===== src/fpa_pkg.sv =====
// Shared types and constants of the fixed-point ALU.
package fpa_pkg;

  localparam int RAW_WIDTH    = 32;
  localparam int FRAC_BITS_DEF = 8;
  localparam int FRAC_MAX     = 30;
  // Divider numerator: the dividend magnitude with room for the largest fraction
  localparam int NUM_W        = RAW_WIDTH + FRAC_MAX;
  localparam int PROD_W       = 2 * RAW_WIDTH;
  localparam int MAG_W        = PROD_W - 1;

  localparam logic [RAW_WIDTH-1:0] POS_MAX = {1'b0, {(RAW_WIDTH-1){1'b1}}};
  localparam logic [RAW_WIDTH-1:0] NEG_MIN = {1'b1, {(RAW_WIDTH-1){1'b0}}};

  typedef enum logic [3:0] {
    OP_ADD      = 4'd0,
    OP_SUB      = 4'd1,
    OP_MUL      = 4'd2,
    OP_DIV      = 4'd3,
    OP_MAX      = 4'd4,
    OP_MIN      = 4'd5,
    OP_INC      = 4'd6,
    OP_DEC      = 4'd7,
    OP_FROM_INT = 4'd8,
    OP_TO_INT   = 4'd9,
    OP_GT       = 4'd10,
    OP_LT       = 4'd11,
    OP_GE       = 4'd12,
    OP_LE       = 4'd13,
    OP_EQ       = 4'd14,
    OP_NE       = 4'd15
  } op_t;

  // One request as it travels down the pipeline
  typedef struct packed {
    op_t                  op;
    logic [RAW_WIDTH-1:0] res;
    logic                 cmp;
    logic                 neg;
    logic                 dz;
    logic [RAW_WIDTH-1:0] ma;
    logic [RAW_WIDTH-1:0] mb;
    logic [PROD_W-1:0]    prod;
    logic [RAW_WIDTH:0]   rem;
    logic [NUM_W-1:0]     quo;
    logic [NUM_W-1:0]     num;
    logic [MAG_W-1:0]     mag;
  } pipe_t;

endpackage


===== src/fpa_front.sv =====
// Decode stage: simple operations, comparisons, magnitudes and divider setup.
module fpa_front #(
  parameter int FRAC_BITS = fpa_pkg::FRAC_BITS_DEF
) (
  input  logic                                 clk,
  input  logic                                 rst,
  input  logic                                 in_valid,
  output logic                                 in_ready,
  input  logic [3:0]                           opcode,
  input  logic signed [fpa_pkg::RAW_WIDTH-1:0] operand_a,
  input  logic signed [fpa_pkg::RAW_WIDTH-1:0] operand_b,
  output logic                                 out_valid,
  input  logic                                 out_ready,
  output fpa_pkg::pipe_t                       out_item
);
  import fpa_pkg::*;

  op_t                  op;
  logic                 a_gt_b;
  logic                 b_gt_a;
  logic [RAW_WIDTH-1:0] ma;
  logic [RAW_WIDTH-1:0] mb;
  pipe_t                item_next;
  logic                 vld;
  pipe_t                item;

  // Decode and compute everything that needs no wide arithmetic
  always_comb begin
    op     = op_t'(opcode);
    a_gt_b = operand_a > operand_b;
    b_gt_a = operand_b > operand_a;
    ma     = operand_a[RAW_WIDTH-1] ? (~operand_a + 1'b1) : operand_a;
    mb     = operand_b[RAW_WIDTH-1] ? (~operand_b + 1'b1) : operand_b;

    item_next      = '0;
    item_next.op   = op;
    item_next.neg  = operand_a[RAW_WIDTH-1] ^ operand_b[RAW_WIDTH-1];
    item_next.ma   = ma;
    item_next.mb   = mb;
    item_next.num  = {ma, {(NUM_W-RAW_WIDTH){1'b0}}};
    item_next.dz   = (op == OP_DIV) && (operand_b == '0);

    case (op)
      OP_ADD:      item_next.res = operand_a + operand_b;
      OP_SUB:      item_next.res = operand_a - operand_b;
      OP_DIV:      item_next.res = operand_a[RAW_WIDTH-1] ? NEG_MIN : POS_MAX;
      OP_MAX:      item_next.res = a_gt_b ? operand_a : operand_b;
      OP_MIN:      item_next.res = b_gt_a ? operand_a : operand_b;
      OP_INC:      item_next.res = operand_a + 1'b1;
      OP_DEC:      item_next.res = operand_a - 1'b1;
      OP_FROM_INT: item_next.res = operand_a <<< FRAC_BITS;
      OP_TO_INT:   item_next.res = operand_a >>> FRAC_BITS;
      default:     item_next.res = '0;
    endcase

    case (op)
      OP_GT:   item_next.cmp = a_gt_b;
      OP_LT:   item_next.cmp = b_gt_a;
      OP_GE:   item_next.cmp = !b_gt_a;
      OP_LE:   item_next.cmp = !a_gt_b;
      OP_EQ:   item_next.cmp = operand_a == operand_b;
      OP_NE:   item_next.cmp = operand_a != operand_b;
      default: item_next.cmp = 1'b0;
    endcase
  end

  assign in_ready = !vld || out_ready;

  // Advance when the next stage takes our request or we are empty
  always_ff @(posedge clk) begin
    if (rst) begin
      vld <= 1'b0;
    end else if (in_ready) begin
      vld <= in_valid;
    end
  end

  always_ff @(posedge clk) begin
    if (in_ready && in_valid) begin
      item <= item_next;
    end
  end

  assign out_valid = vld;
  assign out_item  = item;
endmodule


===== config.mk =====
export PLATFORM = sky130hd
export DESIGN_NAME = fpa_front
export DESIGN_NICKNAME = d
export VERILOG_FILES = /design/src/fpa_pkg.sv /design/src/fpa_front.sv
export SDC_FILE = /design/constraint.sdc
export NUM_CORES = 1
export LEC_CHECK = 0
export BUFFER_PORTS_ARGS = -buffer_cell sky130_fd_sc_hd__buf_4
export CAP_MARGIN = 20
export CORE_AREA = 2 2 178 180
export DETAILED_ROUTE_END_ITERATION = 12
export DIE_AREA = 0 0 180 182
export PLACE_DENSITY = 0.69
export SYNTH_ARGS = -nofsm -noshare
export SYNTH_HDL_FRONTEND = slang
export SYNTH_SLANG_ARGS = --single-unit

===== constraint.sdc =====
create_clock -name clk -period 7.05 [get_ports clk]
set_input_delay 1.41 -clock clk [delete_from_list [all_inputs] [get_ports clk]]
set_output_delay 1.41 -clock clk [all_outputs]
set_load 0.005 [all_outputs]

==> impl_metrics.yaml, run 1 <==
synth:
  synth-edff-count: 103
  yosysUniqueCellTypes: 83
  yosysWarnings: 0
  avgSynthCellArea_um2: 8.18
  ys_ff_latch: 104
  syn_inst: 1680
  syn_area_mm2: 0.0137
  synth_area_leader_cell: "edfxtp_1"
  synth_top_area_frac: 0.225
  async_reset_ff_frac: 0
  ys_seq_area_frac: 0.227
  ys_top_cells_by_area: "edfxtp_1, buf_4, xnor2_1, ha_1, mux2i_1"
  ys.flop_type: "edfxtp_1"
setup_path:
  start_kind: "primary input"
  max_stage_delay_ps: 900
  worstPathArrival_ps: 5330
  crit_fanout: 16
  critPathSlowestCell: "a21oi_2"
  crit_chain: "buf_4, inv_1, ha_1, fa_1, nor2b_1, o31a_1, o21ai_2, o221ai_2, a21oi_4, a21oi_2, buf_4, mux2_2, a21oi_1, o221ai_1"
  cp_num_buf_inv: 3
  r2r_slack_ps: 4940
  path_class: "in -> reg"
  path_common_cell: "buf_4"
  required_ps: 7140
  worst_setup_path_end_kind: "flop"
  path_delay_family: "compound AO/OA/AOI/OAI gates"
clocking:
  post-cts-setup-buffers: 0
  cts_buffers: 9
  cts_buffer_depth: 2
  cts_tree: "yes"
  ctsResizeCount: 0
  cts.clk_slew.worst_paths_ps: 80
  insertion_delay_ps: 370
  clockRootBuffer: "clkbuf_16"
  clock-sinks: 104
  htreeDepth: 3
  postCtsHoldBufs: 0
global_routing:
  gr-total-overflow: 0
  grt.met1_usage: 0.375
  gr-usage-met3: 0.0447
  grt_pass1_wl_um: 70100
  first_global_vias: 11461
  grt_max_degree: 61
  antenna_found_initial: 1
  track_usage: 0.272
  grt_most_used_layer: "met2"
  met2_usage: 0.433
place:
  place_hpwl_um: 35700
  portBuffers: 208
  place_congestion: 1.02
floorplan:
  start_util: 0.443
  die_h_um: 182
  design.die.area_mm2: 0.0328
  io_pins: 461
  num_rows: 65
  coreArea_mm2: 0.0310
  die_x_um: 180
timing:
  fin_skew_ps: 13.1
  slew_headroom: 0.261
  period_share: 0.743
  worst_slew_pin_slew_ps: 1110
  period_needed_ps: 5240
  fmax_mhz: 191
  drv_slew: 0
  setup_violations: 0
  rsz0062_at_grt: "false"
  setup-tns-final_ps: 0
  hold_violations: 0
detailed_routing:
  vias: 12729
  first_iter_violations: 1594
  routed_wl_um: 47000
  drc: 0
  viasPerCell: 5.84
  wl_per_cell_um: 21.6
  drtPass1Iterations: 6
  ant_nets: 0
power:
  powerDensity_mw_per_mm2: 146
  ir_drop_mv: 0.113
  leakage_nw: 6.06
finish:
  nets: 1911
  diodes: 0
  drive_gt1_frac: 0.157
  fin_util: 0.469
  area_growth_pct: 5.82
flow_run:
  cap_violations: 0
worst_hold_path:
  min_path_type: "reg -> reg"
outcome:
  status: "finished clean"
[synth_stat cells (all sizes together) (29+ instances only)]
library cell  instances
clkbuf               61
xnor2               109
o21ai                86
nor2                 92
nor4                 32
a221oi               29
inv                  67
mux2i                62
buf                 334
a21oi               106
edfxtp              103
nor3                 30
nand3                38
nand2                97
ha                   66
[stage by stage]
| step | area [um2] | total power [W] | hold WS, ps | std cells | setup WS, ps |
|---|---|---|---|---|---|
| floorplan | 14700 | 0.00143 | 522 | 1931 | 2260 |
| global placement | 14200 | 0.00163 | 508 | 2161 | 1570 |
| detailed placement | 14200 | 0.00163 | 522 | 2161 | 1530 |
| CTS | 14500 | 0.00211 | 536 | 2177 | 1910 |
| global route | 14500 | 0.00222 | 568 | 2178 | 1540 |
| finish | 14500 | 0.00212 | 535 | 2178 | 1810 |
[registers in the layout, summed over array words and instances (netlist names)]
signal     count
out_item     103
out_valid      1
[path summary, 6_finish.rpt]
check,from,to,cells past startpoint
max,operand_a[0],out_item[361]$_DFFE_PP_,14
min reg2reg,out_valid$_SDFFE_PP0N_,out_valid$_SDFFE_PP0N_,2
min,out_valid$_SDFFE_PP0N_,out_valid$_SDFFE_PP0N_,2
max reg2reg,out_valid$_SDFFE_PP0N_,out_item[295]$_DFFE_PP_,3
[cells by family after synthesis]
group                    Yosys count  share of synthesized area
AO/OA/AOI/OAI                    427                      0.214
XOR/XNOR                         123                     0.0784
flip-flops                       104                      0.227
multiplexers                      68                     0.0501
adder cells (fa/ha/maj)           68                     0.0630
AND/OR/NAND/NOR                  427                      0.158
buffers and inverters            462                      0.210
other                              1                   0.000273
[layout by cell type (no fill, tap or decap), drive strengths merged, types with 20 or more instances in the layout]
| master | count |
|---|---|
| a21oi | 106 |
| a221oi | 29 |
| buf | 224 |
| conb | 252 |
| edfxtp | 103 |
| ha | 66 |
| inv | 67 |
| mux2i | 62 |
| nand2 | 97 |
| nand3 | 38 |
| nand4 | 25 |
| nor2 | 92 |
| nor3 | 30 |
| nor4 | 32 |
| o21ai | 86 |
| o221ai | 20 |
| o31ai | 25 |
| xnor2 | 109 |
[area by class of cell]
class                   count  area (um2)
fillers                  3012       16500
multi-input cells        1365        8700
flip-flops and latches    104        3110
repair buffers            224        1700
well taps                 402         503
inverters                  67         251
clock buffers               9         225
clock inverters             7        38.8
[metal layers]
| layer | share of wire | vias up |
|---|---|---|
| met5 | 0.00026 | - |
| met4 | 0.031 | 2 |
| met3 | 0.10 | 108 |
| met2 | 0.45 | 836 |
| met1 | 0.42 | 6019 |
| li1 | - | 5764 |
[tightest hold or removal path, stage by stage, from the launching register on]
cell and delay (ps):
dfxtp_1 310, nand2b_1 110, a21oi_1 70
[where the power goes]
part / switching, W / total (W) / internal [W]
combinational: 0.000532 / 0.000867 / 0.000335
clock: 0.000243 / 0.000479 / 0.000236
sequential: 0.0000227 / 0.000773 / 0.000750
Power figures use the tool's default switching activity.
==> run 2, diff against run 1 <==
--- a/config.mk
+++ b/config.mk
@@ -10,7 +10,7 @@
 export CORE_AREA = 2 2 178 180
 export DETAILED_ROUTE_END_ITERATION = 12
 export DIE_AREA = 0 0 180 182
-export PLACE_DENSITY = 0.69
+export PLACE_DENSITY = 0.72
 export SYNTH_ARGS = -nofsm -noshare
 export SYNTH_HDL_FRONTEND = slang
 export SYNTH_SLANG_ARGS = --single-unit
==> constraint.sdc (replaced) <==
create_clock -name clk -period 4.5 [get_ports clk]
set_input_delay 0.9 -clock clk [delete_from_list [all_inputs] [get_ports clk]]
set_output_delay 0.9 -clock clk [all_outputs]
set_load 0.005 [all_outputs]
==> impl_metrics.yaml, run 2 (same netlist as run 1, synthesis figures left out) <==
outcome:
  status: "finished clean"
floorplan:
  die_x_um: 180
  io_pins: 461
  design.die.area_mm2: 0.0328
  num_rows: 65
  coreArea_mm2: 0.0310
  die_h_um: 182
  start_util: 0.443
detailed_routing:
  routed_wl_um: 48300
  vias: 13084
  ant_nets: 0
  wl_per_cell_um: 21.4
  met1_length_um: 19500
  met3WireLength_um: 5370
  first_iter_violations: 1715
  viasPerCell: 5.79
  wl_met2_um: 22000
  top_layer: "met4"
  drc: 0
  drtPass1Iterations: 8
finish:
  mostFrequentLayoutCells: "buf_4, conb_1, xnor2_1"
  final_common_cell: "buf_4"
  diodes: 0
  area_growth_pct: 10.7
  drive_gt1_frac: 0.193
  fin_util: 0.491
  n_fill_cell: 3001
  largest_reg_flops: 103
  nets: 1993
global_routing:
  antenna_found_initial: 0
  grt_max_degree: 54
  first_global_vias: 12109
  track_usage: 0.282
  gr-total-overflow: 0
  grt_pass1_wl_um: 72200
timing:
  drv_slew: 0
  rsz0062_at_grt: "false"
  period_needed_ps: 4140
  slew_headroom: 0.372
  worst_slew_pin_slew_ps: 937
  fin_skew_ps: 13.4
  setup-tns-final_ps: 0
  fmax_mhz: 242
  hold_violations: 0
  setup_violations: 0
  period_share: 0.920
clocking:
  ctsResizeCount: 0
  cts_buffer_depth: 2
  cts_tree: "yes"
  clockRootBuffer: "clkbuf_16"
  cts.clk_slew.worst_paths_ps: 80
  postCtsHoldBufs: 0
  htreeDepth: 3
  cts_buffers: 9
  post-cts-setup-buffers: 0
  insertion_delay_ps: 370
  clock-sinks: 104
setup_path:
  crit_fanout: 13
  crit_chain: "buf_4, inv_1, ha_1, fa_1, nor2b_1, o31a_1, o21ai_2, o221ai_2, a21oi_4, a21oi_2, buf_12, mux2_2, a21oi_1, o221ai_1"
  worstPathArrival_ps: 4240
  worst_setup_path_end_kind: "flop"
  required_ps: 4600
  path_delay_family: "compound AO/OA/AOI/OAI gates"
  max_stage_delay_ps: 720
  cp_num_buf_inv: 3
  start_kind: "primary input"
  path_class: "in -> reg"
  critPathSlowestCell: "a21oi_2"
place:
  place_hpwl_um: 37500
  place_congestion: 1.02
  portBuffers: 208
power:
  leakage_nw: 6.48
  powerDensity_mw_per_mm2: 231
  ir_drop_mv: 0.184
flow_run:
  cap_violations: 0
worst_hold_path:
  min_path_type: "reg -> reg"
==> run 2: cell types whose count changed in the layout (fill, tap and decap cells not counted) <==
cell and delta:
clkinv_2 -1, clkinv_1 -1, buf_4 +80, bufinv_16 +2
buf_12 +3, clkinvlp_4 -1, buf_16 -1, nor2_2 -1
nor2_1 +1, clkinv_4 -1
==> run 2: path summary, 6_finish.rpt <==
check | startpoint | end | slack (ps) | depth (start not counted)
min | out_valid$_SDFFE_PP0N_ | out_valid$_SDFFE_PP0N_ | 570 | 2
max | operand_a[0] | out_item[361]$_DFFE_PP_ | 360 | 14
min reg2reg | out_valid$_SDFFE_PP0N_ | out_valid$_SDFFE_PP0N_ | 570 | 2
max reg2reg | out_valid$_SDFFE_PP0N_ | out_item[351]$_DFFE_PP_ | 2630 | 3
==> run 2: final cells by class <==
class | instances | area [um2] | area share
well taps | 402 | 503 | 0.0331
repair buffers | 306 | 2330 | 0.154
flip-flops and latches | 104 | 3110 | 0.205
multi-input cells | 1365 | 8700 | 0.572
clock buffers | 9 | 225 | 0.0148
inverters | 67 | 251 | 0.0165
clock inverters | 5 | 73.8 | 0.00486
==> run 2: stage by stage <==
step | area, um2 | setup WS [ps] | cells | total power [W] | hold WS (ps)
finish | 15200 | 360 | 2258 | 0.00351 | 575
global route | 15200 | 149 | 2258 | 0.00367 | 607
CTS | 15200 | 419 | 2258 | 0.00349 | 587
detailed placement | 14900 | 52.6 | 2244 | 0.00264 | 578
global placement | 14900 | 109 | 2244 | 0.00263 | 583
floorplan | 14700 | 219 | 1931 | 0.00224 | 522
==> run 2: where the power goes <==
part	switching, W	total, W	internal, W
clock	0.000374	0.000852	0.000478
sequential	0.0000394	0.00122	0.00118
combinational	0.000853	0.00144	0.000588
total	0.00127	0.00351	0.00224
==> run 2: worst min-delay path, stage by stage, from the launching register on <==
cell      delay (ps)
dfxtp_1          310
nand2b_1         130
a21oi_1           90
==> run 2: layer usage <==
| metal | global-route usage | up-vias |
|---|---|---|
| met5 | 0 | - |
| met1 | 0.382 | 6171 |
| met2 | 0.453 | 869 |
| met3 | 0.0457 | 112 |
| li1 | - | 5932 |
| met4 | 0.101 | 0 |
==> run 3, diff against run 2 <==
==> constraint.sdc (replaced) <==
create_clock -name clk -period 4.5 [get_ports clk]
set_input_delay 0.225 -clock clk [delete_from_list [all_inputs] [get_ports clk]]
set_output_delay 0.225 -clock clk [all_outputs]
set_load 0.005 [all_outputs]
==> impl_metrics.yaml, run 3 (same netlist as run 1, synthesis figures left out) <==
outcome:
  status: "finished clean"
power:
  p_total_w: 0.00340
  p_clk_frac: 0.239
  p_seq_frac: 0.356
  ir_drop_mv: 0.190
  leakage_nw: 6.14
  switchingPower_w: 0.00125
  powerDensity_mw_per_mm2: 232
  swShare: 0.369
  combPwrFrac: 0.405
  p_int_w: 0.00214
setup_path:
  max_stage_delay_ps: 490
  cp_num_buf_inv: 3
  required_ps: 4600
  worstPathArrival_ps: 3580
  start_kind: "primary input"
  path_class: "in -> reg"
  crit_fanout: 36
  path_common_cell: "a21oi_1"
  critPathSlowestCell: "or4_1"
  worst_setup_path_end_kind: "flop"
  path_delay_family: "compound AO/OA/AOI/OAI gates"
  crit_chain: "buf_4, inv_1, ha_1, a21oi_1, o21ai_0, a21oi_1, o221ai_2, a21oi_4, a211o_1, buf_12, mux2i_1, nor2_1, or4_1"
floorplan:
  die_x_um: 180
  die_h_um: 182
  coreArea_mm2: 0.0310
  design.die.area_mm2: 0.0328
  num_rows: 65
  start_util: 0.443
  io_pins: 461
finish:
  largest_reg_flops: 103
  final_cells: 2193
  nets: 1926
  final_common_cell: "conb_1"
  mostFrequentLayoutCells: "conb_1, buf_4, xnor2_1"
  area_growth_pct: 6.82
  fin_util: 0.474
  diodes: 0
  drive_gt1_frac: 0.162
place:
  portBuffers: 208
  place_congestion: 1.03
  dp.cells: 2176
  place_hpwl_um: 36300
clocking:
  postCtsHoldBufs: 0
  cts_buffer_depth: 2
  clockRootBuffer: "clkbuf_16"
  cts_buffers: 9
  htreeDepth: 3
  ctsResizeCount: 0
  cts_tree: "yes"
  insertion_delay_ps: 380
  post-cts-setup-buffers: 0
  cts.clk_slew.worst_paths_ps: 70
  clock-sinks: 104
timing:
  fin_skew_ps: 20.1
  rsz0062_at_grt: "false"
  setup-tns-final_ps: 0
  fmax_mhz: 288
  slew_headroom: 0.400
  hold_violations: 0
  drv_slew: 0
  setup_violations: 0
  period_share: 0.772
  period_needed_ps: 3470
  worst_slew_pin_slew_ps: 899
global_routing:
  antenna_found_initial: 1
  gr-total-overflow: 0
  grt_pass1_wl_um: 70200
  grt_max_degree: 43
  first_global_vias: 11498
  track_usage: 0.274
detailed_routing:
  drtPass1Iterations: 6
  wl_per_cell_um: 21.6
  routed_wl_um: 47300
  first_iter_violations: 1523
  drc: 0
  viasPerCell: 5.85
  vias: 12823
  ant_nets: 0
flow_run:
  cap_violations: 0
worst_hold_path:
  min_path_type: "in -> reg"
-- run 3: cell types whose count changed in the layout (fill, tap and decap cells not counted), sizes merged --
cell    before  now
bufinv       2    1
buf        306  239
clkbuf       9   14
clkinv       3    1
-- run 3: power by group through the flow --
stage	Clock, W	Combinational, W	Sequential, W
2_1_floorplan	0	0.00100	0.00124
3_3_place_gp	0	0.00133	0.00123
3_5_place_dp	0	0.00133	0.00123
4_1_cts	0.000822	0.00134	0.00121
5_1_grt	0.000868	0.00147	0.00122
6_report	0.000813	0.00138	0.00121
-- run 3: routing by layer --
layer,vias to the layer above,GRT usage,part of all wire
met4,2,0.107,0.038
met2,842,0.435,0.45
met1,6081,0.375,0.41
li1,5787,-,-
met5,-,0,0.00021
met3,111,0.0419,0.10
-- run 3: cell type report --
type,count,area [um2]
sequential,104,3110
inverter,67,251
tap,402,503
clock inverter,2,35.0
clock buffer,14,244
fill,3028,16300
multi-input combinational,1365,8700
timing repair buffer,239,1830
-- run 3: worst register-to-register path, delay by kind of cell (launching register included) --
family                 cells  cell delay [ps]
buffers and inverters      1              550
DFF                        1              320
and+or+nand+nor            2              680
-- run 3: stage by stage --
stage,hold WS (ps),instance area (um2),worst slack [ps]
final,15.3,14700,1030
after detailed placement,399,14400,739
after global routing,13.9,14700,848
after global placement,397,14400,765
after floorplan,294,14700,894
after CTS,13.1,14600,1130
-- run 3: final timing paths --
kind	start	endpoint	slack [ps]	depth (start not counted)
setup / recovery	operand_b[14]	out_item[379]$_DFFE_PP_	1030	13
hold / removal	rst	out_valid$_SDFFE_PP0N_	20	2
setup reg to reg	out_valid$_SDFFE_PP0N_	out_item[379]$_DFFE_PP_	2580	3
hold reg to reg	out_valid$_SDFFE_PP0N_	out_valid$_SDFFE_PP0N_	560	2
